File: src/hdl/bppo_pkg.sv
// Shared types and constants for the pitch-balance PID outer loop.
// No dependencies; every other file in hdl/ refers to this package by scoped name.

package bppo_pkg;

    localparam int ANGLE_W  = 17;   // pitch angle and reference, 1/256 deg
    localparam int RATE_W   = 20;   // pitch rate, 1/256 deg/s
    localparam int ERR_W    = 18;   // angle minus reference
    localparam int GAIN_W   = 16;   // Q8.8 gains
    localparam int STEER_W  = 11;
    localparam int WHEEL_W  = 12;
    localparam int DATA_W   = 32;
    localparam int ADDR_W   = 5;

    localparam int PROD_E_W = GAIN_W + ERR_W;      // gain * err
    localparam int PROD_R_W = GAIN_W + RATE_W;     // gain * rate
    localparam int PD_W     = PROD_R_W + 1;        // prop - deriv
    localparam int U_W      = PD_W + 2;            // full controller sum
    localparam int SUM_W    = 28;                  // integral plus increment
    localparam int WSUM_W   = 18;                  // base +/- steer before saturation

    localparam int INTEGRAL_LIMIT_DEF = 200;
    localparam int OUTPUT_LIMIT_DEF   = 200;

    localparam logic signed [GAIN_W-1:0] GAIN_PROP_RST = 16'sd1536;

    localparam logic signed [WSUM_W-1:0] WHEEL_MAX = WSUM_W'(2047);
    localparam logic signed [WSUM_W-1:0] WHEEL_MIN = -WSUM_W'(2048);

    typedef enum logic [2:0] {
        REG_ENABLE = 3'd0,
        REG_REF    = 3'd1,
        REG_KP     = 3'd2,
        REG_KI     = 3'd3,
        REG_KD     = 3'd4,
        REG_STEER  = 3'd5
    } reg_idx_t;

    // one queued word: error and rate of an enabled tick
    typedef struct packed {
        logic signed [ERR_W-1:0]  err;
        logic signed [RATE_W-1:0] rate;
    } item_t;

    typedef struct packed {
        logic signed [GAIN_W-1:0]  prop;
        logic signed [GAIN_W-1:0]  integ;
        logic signed [GAIN_W-1:0]  deriv;
        logic signed [STEER_W-1:0] steer;
    } gains_t;

endpackage

File: src/hdl/bppo_front.sv
// Front end: takes pitch words, drops them while the loop is disabled, forms the error.
// Depends on bppo_pkg.

module bppo_front
(
    input  logic                                  clk,
    input  logic                                  rst_n,
    input  logic                                  pitch_valid,
    output logic                                  pitch_ready,
    input  logic signed [bppo_pkg::ANGLE_W-1:0]   pitch_angle,
    input  logic signed [bppo_pkg::RATE_W-1:0]    pitch_rate,
    input  logic                                  loop_enable,
    input  logic signed [bppo_pkg::ANGLE_W-1:0]   pitch_reference,
    output logic                                  push_valid,
    input  logic                                  push_ready,
    output bppo_pkg::item_t                       push_item
);

    logic            valid_reg;
    logic            valid_next;
    bppo_pkg::item_t item_reg;
    bppo_pkg::item_t item_next;
    logic            accept;

    assign pitch_ready = !valid_reg || push_ready;
    assign accept      = pitch_valid && pitch_ready;

    always_comb
    begin
        item_next.err  = bppo_pkg::ERR_W'(pitch_angle) - bppo_pkg::ERR_W'(pitch_reference);
        item_next.rate = pitch_rate;
        if (accept)
        begin
            // a disabled tick is taken and dropped here
            valid_next = loop_enable;
        end
        else if (push_ready)
        begin
            valid_next = 1'b0;
        end
        else
        begin
            valid_next = valid_reg;
        end
    end

    always_ff @(posedge clk or negedge rst_n)
    begin
        if (!rst_n)
        begin
            valid_reg <= 1'b0;
        end
        else
        begin
            valid_reg <= valid_next;
        end
    end

    always_ff @(posedge clk)
    begin
        if (accept)
        begin
            item_reg <= item_next;
        end
    end

    assign push_valid = valid_reg;
    assign push_item  = item_reg;

endmodule

File: src/hdl/bppo_queue.sv
// Two-word queue between front end and datapath.
// Depends on bppo_pkg.

module bppo_queue
(
    input  logic            clk,
    input  logic            rst_n,
    input  logic            wr_valid,
    output logic            wr_ready,
    input  bppo_pkg::item_t wr_item,
    output logic            rd_valid,
    input  logic            rd_ready,
    output bppo_pkg::item_t rd_item
);

    bppo_pkg::item_t mem_reg [2];
    logic            wr_ptr_reg;
    logic            wr_ptr_next;
    logic            rd_ptr_reg;
    logic            rd_ptr_next;
    logic [1:0]      count_reg;
    logic [1:0]      count_next;
    logic            push;
    logic            pop;

    assign wr_ready = (count_reg != 2'd2);
    assign rd_valid = (count_reg != 2'd0);
    assign push     = wr_valid && wr_ready;
    assign pop      = rd_valid && rd_ready;
    assign rd_item  = mem_reg[rd_ptr_reg];

    always_comb
    begin
        wr_ptr_next = push ? !wr_ptr_reg : wr_ptr_reg;
        rd_ptr_next = pop ? !rd_ptr_reg : rd_ptr_reg;
        count_next  = count_reg + 2'(push) - 2'(pop);
    end

    always_ff @(posedge clk or negedge rst_n)
    begin
        if (!rst_n)
        begin
            wr_ptr_reg <= 1'b0;
            rd_ptr_reg <= 1'b0;
            count_reg  <= 2'd0;
        end
        else
        begin
            wr_ptr_reg <= wr_ptr_next;
            rd_ptr_reg <= rd_ptr_next;
            count_reg  <= count_next;
        end
    end

    always_ff @(posedge clk)
    begin
        if (push)
        begin
            mem_reg[wr_ptr_reg] <= wr_item;
        end
    end

`ifndef NO_ASSERTIONS
    a_count_bound: assert property (@(posedge clk) disable iff (!rst_n)
        count_reg != 2'd3)
        else $error("queue count out of range");
`endif

endmodule

File: src/hdl/bppo_back.sv
// Datapath: gain products, integral update with clamp, output clamp and wheel split.
// Depends on bppo_pkg; the stages advance together whenever the output register is free.

module bppo_back
#(
    parameter int INTEGRAL_LIMIT = bppo_pkg::INTEGRAL_LIMIT_DEF,
    parameter int OUTPUT_LIMIT   = bppo_pkg::OUTPUT_LIMIT_DEF
)
(
    input  logic                                 clk,
    input  logic                                 rst_n,
    input  logic                                 rd_valid,
    output logic                                 rd_ready,
    input  bppo_pkg::item_t                      rd_item,
    input  bppo_pkg::gains_t                     gains,
    input  logic                                 integ_clear,
    output logic                                 wheel_valid,
    input  logic                                 wheel_ready,
    output logic signed [bppo_pkg::WHEEL_W-1:0]  wheel_a_target,
    output logic signed [bppo_pkg::WHEEL_W-1:0]  wheel_b_target
);

    localparam longint ILIM_SCALED = longint'(INTEGRAL_LIMIT) * 256;
    localparam longint OLIM_SCALED = longint'(OUTPUT_LIMIT) * 65536;
    localparam int     ISUM_W      = $clog2(ILIM_SCALED + 1) + 1;
    localparam int     BASE_W      = $clog2(OUTPUT_LIMIT + 1) + 1;

    localparam logic signed [bppo_pkg::SUM_W-1:0] ILIM_S = bppo_pkg::SUM_W'(ILIM_SCALED);
    localparam logic signed [bppo_pkg::U_W-1:0]   OLIM_U = bppo_pkg::U_W'(OLIM_SCALED);
    localparam logic signed [ISUM_W-1:0]          ILIM_I = ISUM_W'(ILIM_SCALED);
    localparam logic signed [BASE_W-1:0]          OLIM_B = BASE_W'(OUTPUT_LIMIT);

    logic adv;

    // stage 1: products
    logic                                      s1_valid_reg;
    logic signed [bppo_pkg::PROD_E_W-1:0]      prop_p_reg, prop_p_next;
    logic signed [bppo_pkg::PROD_E_W-1:0]      integ_p_reg, integ_p_next;
    logic signed [bppo_pkg::PROD_R_W-1:0]      deriv_p_reg, deriv_p_next;

    // stage 2: integral and prop minus deriv
    logic                                      s2_valid_reg;
    logic signed [ISUM_W-1:0]                  integral_reg, integral_next;
    logic signed [bppo_pkg::PD_W-1:0]          pd_reg, pd_next;
    logic        [bppo_pkg::PROD_E_W-1:0]      inc_mag;
    logic        [bppo_pkg::PROD_E_W-1:0]      inc_rnd;
    logic signed [bppo_pkg::SUM_W-1:0]         inc;
    logic signed [bppo_pkg::SUM_W-1:0]         isum;

    // stage 3: controller output, clamped and truncated
    logic                                      s3_valid_reg;
    logic signed [BASE_W-1:0]                  base_reg, base_next;
    logic signed [bppo_pkg::U_W-1:0]           u_sum;
    logic signed [bppo_pkg::U_W-1:0]           u_clamp;
    logic signed [bppo_pkg::U_W-1:0]           u_quot;

    // output register
    logic                                      out_valid_reg;
    logic signed [bppo_pkg::WHEEL_W-1:0]       wa_reg, wa_next;
    logic signed [bppo_pkg::WHEEL_W-1:0]       wb_reg, wb_next;
    logic signed [bppo_pkg::WSUM_W-1:0]        wa_sum;
    logic signed [bppo_pkg::WSUM_W-1:0]        wb_sum;

    assign adv      = !out_valid_reg || wheel_ready;
    assign rd_ready = adv;

    always_comb
    begin
        prop_p_next  = bppo_pkg::PROD_E_W'(gains.prop) * bppo_pkg::PROD_E_W'(rd_item.err);
        integ_p_next = bppo_pkg::PROD_E_W'(gains.integ) * bppo_pkg::PROD_E_W'(rd_item.err);
        deriv_p_next = bppo_pkg::PROD_R_W'(gains.deriv) * bppo_pkg::PROD_R_W'(rd_item.rate);
    end

    // increment rounded to nearest 1/256, ties away from zero
    always_comb
    begin
        inc_mag = integ_p_reg[bppo_pkg::PROD_E_W-1] ? -integ_p_reg : integ_p_reg;
        inc_rnd = inc_mag + bppo_pkg::PROD_E_W'(128);
        inc     = bppo_pkg::SUM_W'(inc_rnd[bppo_pkg::PROD_E_W-1:8]);
        if (integ_p_reg[bppo_pkg::PROD_E_W-1])
        begin
            inc = -inc;
        end
        isum = bppo_pkg::SUM_W'(integral_reg) + inc;
        if (isum > ILIM_S)
        begin
            integral_next = ILIM_I;
        end
        else if (isum < -ILIM_S)
        begin
            integral_next = -ILIM_I;
        end
        else
        begin
            integral_next = ISUM_W'(isum);
        end
        pd_next = bppo_pkg::PD_W'(prop_p_reg) - bppo_pkg::PD_W'(deriv_p_reg);
    end

    // integral_reg already holds this word's updated value when it reaches stage 3
    always_comb
    begin
        u_sum = bppo_pkg::U_W'(pd_reg) + (bppo_pkg::U_W'(integral_reg) <<< 8);
        if (u_sum > OLIM_U)
        begin
            u_clamp = OLIM_U;
        end
        else if (u_sum < -OLIM_U)
        begin
            u_clamp = -OLIM_U;
        end
        else
        begin
            u_clamp = u_sum;
        end
        u_quot = u_clamp >>> 16;
        if (u_clamp[bppo_pkg::U_W-1] && (u_clamp[15:0] != 16'd0))
        begin
            u_quot = u_quot + bppo_pkg::U_W'(1);
        end
        base_next = BASE_W'(u_quot);
    end

    always_comb
    begin
        wa_sum = bppo_pkg::WSUM_W'(base_reg) + bppo_pkg::WSUM_W'(gains.steer);
        wb_sum = bppo_pkg::WSUM_W'(base_reg) - bppo_pkg::WSUM_W'(gains.steer);
        if (wa_sum > bppo_pkg::WHEEL_MAX)
        begin
            wa_next = bppo_pkg::WHEEL_W'(bppo_pkg::WHEEL_MAX);
        end
        else if (wa_sum < bppo_pkg::WHEEL_MIN)
        begin
            wa_next = bppo_pkg::WHEEL_W'(bppo_pkg::WHEEL_MIN);
        end
        else
        begin
            wa_next = wa_sum[bppo_pkg::WHEEL_W-1:0];
        end
        if (wb_sum > bppo_pkg::WHEEL_MAX)
        begin
            wb_next = bppo_pkg::WHEEL_W'(bppo_pkg::WHEEL_MAX);
        end
        else if (wb_sum < bppo_pkg::WHEEL_MIN)
        begin
            wb_next = bppo_pkg::WHEEL_W'(bppo_pkg::WHEEL_MIN);
        end
        else
        begin
            wb_next = wb_sum[bppo_pkg::WHEEL_W-1:0];
        end
    end

    always_ff @(posedge clk or negedge rst_n)
    begin
        if (!rst_n)
        begin
            s1_valid_reg  <= 1'b0;
            s2_valid_reg  <= 1'b0;
            s3_valid_reg  <= 1'b0;
            out_valid_reg <= 1'b0;
            integral_reg  <= '0;
        end
        else
        begin
            if (adv)
            begin
                s1_valid_reg  <= rd_valid;
                s2_valid_reg  <= s1_valid_reg;
                s3_valid_reg  <= s2_valid_reg;
                out_valid_reg <= s3_valid_reg;
            end
            if (integ_clear)
            begin
                integral_reg <= '0;
            end
            else if (adv && s1_valid_reg)
            begin
                integral_reg <= integral_next;
            end
        end
    end

    always_ff @(posedge clk)
    begin
        if (adv)
        begin
            prop_p_reg  <= prop_p_next;
            integ_p_reg <= integ_p_next;
            deriv_p_reg <= deriv_p_next;
            pd_reg      <= pd_next;
            base_reg    <= base_next;
            wa_reg      <= wa_next;
            wb_reg      <= wb_next;
        end
    end

    assign wheel_valid    = out_valid_reg;
    assign wheel_a_target = wa_reg;
    assign wheel_b_target = wb_reg;

`ifndef NO_ASSERTIONS
    a_integral_bound: assert property (@(posedge clk) disable iff (!rst_n)
        (integral_reg <= ILIM_I) && (integral_reg >= -ILIM_I))
        else $error("integral outside its clamp");

    a_integral_clear: assert property (@(posedge clk) disable iff (!rst_n)
        integ_clear |=> (integral_reg == '0))
        else $error("integral not cleared");

    a_base_bound: assert property (@(posedge clk) disable iff (!rst_n)
        s3_valid_reg |-> ((base_reg <= OLIM_B) && (base_reg >= -OLIM_B)))
        else $error("base outside output clamp");

    a_stall_hold: assert property (@(posedge clk) disable iff (!rst_n)
        (s1_valid_reg && !adv && !integ_clear) |=> $stable(integral_reg))
        else $error("integral moved during stall");
`endif

endmodule

File: src/hdl/balance_pitch_pid_outer_loop.sv
// Top level of the pitch-balance PID outer loop: APB register file and the
// front end / queue / datapath chain. Depends on bppo_pkg, bppo_front, bppo_queue, bppo_back.
//
//  channel  | handshake                  | payload
//  ---------+----------------------------+----------------------------------
//  pitch    | pitch_valid / pitch_ready  | pitch_angle, pitch_rate
//  wheel    | wheel_valid / wheel_ready  | wheel_a_target, wheel_b_target
//  config   | psel, penable, pwrite      | paddr, pwdata, prdata (pready = 1)
//
// One word per cycle sustained while wheel_ready stays high; a result passes through the
// front register, queue, product stage, integral stage, output clamp stage and output register.
// The integral add-and-clamp is a loop closed on the integral register in the integral stage.
// rst_n clears all valid flags, the queue and the integral; registers return to their
// reset values. A stalled wheel output freezes the datapath; the queue and front register
// keep taking words until they fill. Disabled ticks are taken and produce no result.

module balance_pitch_pid_outer_loop
#(
    parameter int INTEGRAL_LIMIT = bppo_pkg::INTEGRAL_LIMIT_DEF,
    parameter int OUTPUT_LIMIT   = bppo_pkg::OUTPUT_LIMIT_DEF
)
(
    input  logic                                 clk,
    input  logic                                 rst_n,
    input  logic                                 psel,
    input  logic                                 penable,
    input  logic                                 pwrite,
    input  logic [bppo_pkg::ADDR_W-1:0]          paddr,
    input  logic [bppo_pkg::DATA_W-1:0]          pwdata,
    output logic [bppo_pkg::DATA_W-1:0]          prdata,
    output logic                                 pready,
    input  logic                                 pitch_valid,
    output logic                                 pitch_ready,
    input  logic signed [bppo_pkg::ANGLE_W-1:0]  pitch_angle,
    input  logic signed [bppo_pkg::RATE_W-1:0]   pitch_rate,
    output logic                                 wheel_valid,
    input  logic                                 wheel_ready,
    output logic signed [bppo_pkg::WHEEL_W-1:0]  wheel_a_target,
    output logic signed [bppo_pkg::WHEEL_W-1:0]  wheel_b_target
);

    logic                                   enable_reg;
    logic signed [bppo_pkg::ANGLE_W-1:0]    ref_reg;
    bppo_pkg::gains_t                       gains_reg;
    logic                                   wr_en;
    logic                                   integ_clear;
    bppo_pkg::reg_idx_t                     idx;

    logic            push_valid;
    logic            push_ready;
    bppo_pkg::item_t push_item;
    logic            rd_valid;
    logic            rd_ready;
    bppo_pkg::item_t rd_item;

    assign pready      = 1'b1;
    assign wr_en       = psel && penable && pwrite && pready;
    assign idx         = bppo_pkg::reg_idx_t'(paddr[bppo_pkg::ADDR_W-1:2]);
    assign integ_clear = wr_en && (idx == bppo_pkg::REG_ENABLE) && !pwdata[0];

    always_ff @(posedge clk or negedge rst_n)
    begin
        if (!rst_n)
        begin
            enable_reg      <= 1'b0;
            ref_reg         <= '0;
            gains_reg.prop  <= bppo_pkg::GAIN_PROP_RST;
            gains_reg.integ <= '0;
            gains_reg.deriv <= '0;
            gains_reg.steer <= '0;
        end
        else if (wr_en)
        begin
            unique case (idx)
                bppo_pkg::REG_ENABLE: enable_reg      <= pwdata[0];
                bppo_pkg::REG_REF:    ref_reg         <= pwdata[bppo_pkg::ANGLE_W-1:0];
                bppo_pkg::REG_KP:     gains_reg.prop  <= pwdata[bppo_pkg::GAIN_W-1:0];
                bppo_pkg::REG_KI:     gains_reg.integ <= pwdata[bppo_pkg::GAIN_W-1:0];
                bppo_pkg::REG_KD:     gains_reg.deriv <= pwdata[bppo_pkg::GAIN_W-1:0];
                bppo_pkg::REG_STEER:  gains_reg.steer <= pwdata[bppo_pkg::STEER_W-1:0];
                default:              ;
            endcase
        end
    end

    always_comb
    begin
        unique case (idx)
            bppo_pkg::REG_ENABLE: prdata = bppo_pkg::DATA_W'(enable_reg);
            bppo_pkg::REG_REF:    prdata = bppo_pkg::DATA_W'(ref_reg);
            bppo_pkg::REG_KP:     prdata = bppo_pkg::DATA_W'(gains_reg.prop);
            bppo_pkg::REG_KI:     prdata = bppo_pkg::DATA_W'(gains_reg.integ);
            bppo_pkg::REG_KD:     prdata = bppo_pkg::DATA_W'(gains_reg.deriv);
            bppo_pkg::REG_STEER:  prdata = bppo_pkg::DATA_W'(gains_reg.steer);
            default:              prdata = '0;
        endcase
    end

    bppo_front u_front
    (
        .clk             (clk),
        .rst_n           (rst_n),
        .pitch_valid     (pitch_valid),
        .pitch_ready     (pitch_ready),
        .pitch_angle     (pitch_angle),
        .pitch_rate      (pitch_rate),
        .loop_enable     (enable_reg),
        .pitch_reference (ref_reg),
        .push_valid      (push_valid),
        .push_ready      (push_ready),
        .push_item       (push_item)
    );

    bppo_queue u_queue
    (
        .clk      (clk),
        .rst_n    (rst_n),
        .wr_valid (push_valid),
        .wr_ready (push_ready),
        .wr_item  (push_item),
        .rd_valid (rd_valid),
        .rd_ready (rd_ready),
        .rd_item  (rd_item)
    );

    bppo_back
    #(
        .INTEGRAL_LIMIT (INTEGRAL_LIMIT),
        .OUTPUT_LIMIT   (OUTPUT_LIMIT)
    )
    u_back
    (
        .clk            (clk),
        .rst_n          (rst_n),
        .rd_valid       (rd_valid),
        .rd_ready       (rd_ready),
        .rd_item        (rd_item),
        .gains          (gains_reg),
        .integ_clear    (integ_clear),
        .wheel_valid    (wheel_valid),
        .wheel_ready    (wheel_ready),
        .wheel_a_target (wheel_a_target),
        .wheel_b_target (wheel_b_target)
    );

endmodule

File: config.mk
export PLATFORM = sky130hd
export DESIGN_NAME = balance_pitch_pid_outer_loop
export DESIGN_NICKNAME = d
export VERILOG_FILES = /design/src/hdl/bppo_pkg.sv /design/src/hdl/bppo_front.sv /design/src/hdl/bppo_queue.sv /design/src/hdl/bppo_back.sv /design/src/hdl/balance_pitch_pid_outer_loop.sv
export SDC_FILE = /design/constraint.sdc
export NUM_CORES = 2
export LEC_CHECK = 0
export ABC_AREA = 1
export BUFFER_PORTS_ARGS = -buffer_cell sky130_fd_sc_hd__buf_4
export CAP_MARGIN = 0
export CORE_ASPECT_RATIO = 1.1
export CORE_UTILIZATION = 70
export DETAILED_ROUTE_END_ITERATION = 8
export PLACE_DENSITY = 0.84
export SLEW_MARGIN = 20
export SYNTH_ARGS = -nofsm -noshare
export SYNTH_HDL_FRONTEND = slang
export SYNTH_HIERARCHICAL = 1
export SYNTH_SLANG_ARGS = --single-unit
File: constraint.sdc
create_clock -name clk -period 21.1 [get_ports clk]
set_clock_uncertainty 0.2 [all_clocks]
set_input_delay 2.11 -clock clk [delete_from_list [all_inputs] [get_ports clk]]
set_output_delay 2.11 -clock clk [all_outputs]
set_load 0.005 [all_outputs]
==> results.json <==
{
  "synth-edff-count": 288,
  "finalSetupViolations": 0,
  "drive_gt1_share_pct": 6.108,
  "synth_area_leaders": "fa_1 31%, edfxtp_1 15%, inv_1 11%",
  "ant_nets": 0,
  "clockRootBuffer": "clkbuf_16",
  "drc": 0,
  "path_class": "reg -> reg",
  "post-route-period-util_pct": 41.29,
  "fp.dieArea_um2": 83680,
  "syn_area_um2": 57770,
  "synth_area_per_cell_um2": 8.364,
  "fp.dieH_um": 303.3,
  "rows": 110,
  "critPathMaxFanout": 39,
  "maxSlewHeadroom_pct": 26.14,
  "start_kind": "register",
  "fin_tns_setup_ns": 0,
  "detail_route.iter0.violations": 4100,
  "post-cts-setup-buffer-count": 0,
  "cts_tree": "yes",
  "grt_max_degree": 75,
  "max_cap_viol_count": 0,
  "routed-via-count": 45150,
  "async_flop_share_pct": 26.34,
  "start_util_pct": 70.66,
  "required_ns": 21.24,
  "pin_count": 140,
  "cts_max_level": 2,
  "wire_per_inst_um": 18.50,
  "clock_sinks": 391,
  "syn_inst": 6907,
  "crit_arrival_ns": 8.85,
  "tightest_slew_ns": 1.108,
  "gp_congestion": 0.9343,
  "io_buffers": 121,
  "synth_top_area_share_pct": 31.33,
  "holdCritPathClass": "reg -> reg",
  "min_path_cells": 0,
  "endpoint_kind": "register",
  "grt_pass1_vias": 47450,
  "slew_violations": 0,
  "numCtsBuffers": 42,
  "antenna_found_initial": 0,
  "grt_usage_pct": 36.67,
  "grt_pass1_wl_um": 237900,
  "crit_path_max_incr_delay_ns": 0.70,
  "worstSetupStartpoint": "u_queue/rd_ptr_reg$_DFFE_PN0P_",
  "holdPathEnd": "u_queue/mem_reg[1][30]$_DFFE_PP_",
  "ys_seq_area_share_pct": 19.44,
  "r2r_slack_ns": 12.39,
  "syn_to_final_growth_pct": 5.107,
  "overflow": 0,
  "core_um2": 81750,
  "clk_pin_slew_worst_paths_ns": 0.06,
  "clock_latency_ns": 0.64,
  "vias_per_cell": 5.651,
  "cp_slowest_cell": "inv_2",
  "largest_reg_flops": 76,
  "crit_buf_inv": 8,
  "ys_types": 63,
  "fmax_mhz": 114.8,
  "ys_ff_latch": 391,
  "crit-reg2reg-capture": "u_back/prop_p_reg[29]$_DFFE_PN_",
  "finalHoldViolCount": 0,
  "num-fill-cells": 5813,
  "dr.pass1.iters": 8,
  "reg2reg_depth": 27,
  "cts_resized": 0,
  "hpwl_um": 114900,
  "outcome": "finished, final reports clean",
  "yosysWarningCount": 6,
  "final_cell_mix": "1,725 x inv_1, 1,713 x nand2_1, 904 x fa_1, 401 x ha_1, 288 x edfxtp_1",
  "fp.dieW_um": 275.9,
  "rsz0062_at_grt": "false",
  "drt-total-wl_um": 147800,
  "diodes": 0,
  "crit_family": "adder cells",
  "final_net_count": 8278,
  "yosys_most_used_dff": "edfxtp_1",
  "min_period_ns": 8.713,
  "syn_nets": 8293,
  "hold_buffers": 0,
  "final_common_cell": "inv_1",
  "clk_path_buf_depth": 3,
  "synth_top_cell_by_area": "fa_1",
  "worstReg2RegStart": "u_queue/rd_ptr_reg$_DFFE_PN0P_",
  "min_from": "u_front/push_item[30]$_DFFE_PP_"
}
==> final cells by class <==
cell class	count	area, um^2	area share [%]
clock inverter	18	209.0	0.3441
timing repair buffer	174	1306	2.151
multi-input combinational	4545	38950	64.14
tap	1064	1331	2.193
inverter	1738	6536	10.76
sequential	391	11230	18.49
clock buffer	59	1159	1.908
==> synthesized netlist by cell type, types with 10 or more instances <==
| master | instances |
|---|---|
| nand3_1 | 176 |
| nor4_1 | 11 |
| o21ai_0 | 134 |
| buf_6 | 12 |
| buf_2 | 15 |
| buf_1 | 13 |
| a21boi_0 | 16 |
| nand2_2 | 50 |
| nand2_1 | 1714 |
| o21bai_1 | 15 |
| o21ai_2 | 16 |
| nand2_4 | 11 |
| xor2_1 | 166 |
| edfxtp_1 | 288 |
| o21ai_1 | 47 |
| nor2_2 | 15 |
| o31ai_1 | 10 |
| xnor2_1 | 95 |
| nand4_1 | 63 |
| o21a_1 | 14 |
| or2_2 | 27 |
| nor2_1 | 260 |
| inv_1 | 1725 |
| fa_1 | 904 |
| nor3_1 | 27 |
| a31oi_1 | 30 |
| nand3_2 | 13 |
| ha_1 | 401 |
| nand3b_1 | 17 |
| dfrtp_1 | 101 |
| a21o_1 | 14 |
| a21oi_1 | 227 |
| buf_4 | 25 |
| clkbuf_1 | 166 |
==> per-layer routing <==
metal	global-route usage [%]	part of all wire (%)
met1	44.30	36
met2	61.80	48
met3	8.151	9.5
met4	18.76	5.7
met5	0	0
==> worst reg2reg max path: stages, from the launching register on <==
cell and delay (ns):
dfrtp_2 0.38, buf_4 0.29, inv_2 0.72, nand2_1 0.14, nand2_1 0.11, buf_4 0.44, nand2_1 0.17, fa_1 0.55
inv_1 0.05, fa_1 0.53, inv_1 0.06, fa_1 0.49, fa_1 0.55, inv_1 0.06, fa_1 0.47, inv_1 0.05
fa_1 0.50, inv_1 0.05, ha_1 0.35, nand2_1 0.08, o21ai_0 0.34, a31oi_1 0.19, o21ai_0 0.39, a21boi_0 0.25
o21ai_0 0.31, nand2_1 0.14, nand2_1 0.10, xor2_1 0.44
==> cells by family after synthesis <==
| logic type | synth area share [%] |
|---|---|
| and+or+nand+nor | 17.80 |
| buffers and inverters | 13.20 |
| adders and majority gates | 40.01 |
| AOI/OAI and AO/OA | 5.538 |
| DFF | 19.44 |
| xor gates and xnor gates | 3.985 |
| other | 0.006491 |
| muxes | 0.01949 |
==> worst max path at each step <==
stage                                           end  slack [ns]  cells past startpoint
detailed placement  u_back/prop_p_reg[29]$_DFFE_PN_       12.65                     27
floorplan            u_queue/count_reg[1]$_DFF_PN0_       13.34                     12
finish              u_back/prop_p_reg[29]$_DFFE_PN_       12.39                     27
CTS                 u_back/prop_p_reg[29]$_DFFE_PN_       12.55                     27
global route        u_back/prop_p_reg[28]$_DFFE_PN_       12.08                     28
global placement    u_back/prop_p_reg[29]$_DFFE_PN_       12.84                     27
==> stage by stage <==
| step | utilization, % | hold WS (ns) | worst slack [ns] | std cells | area, um^2 |
|---|---|---|---|---|---|
| after floorplan | - | 0.2198 | 13.34 | 6907 | 57770 |
| after global routing | 74.27 | 0.2274 | 12.08 | 7989 | 60720 |
| after CTS | 74.27 | 0.2156 | 12.55 | 7989 | 60720 |
| final | 74.27 | 0.2293 | 12.39 | 7989 | 60720 |
| after global placement | 72.60 | 0.2229 | 12.84 | 7912 | 59350 |
| after detailed placement | 72.60 | 0.2327 | 12.65 | 7912 | 59350 |
Power is not shown: default switching activity piles up to over one toggle a cycle in this logic, so the estimate is an artifact.
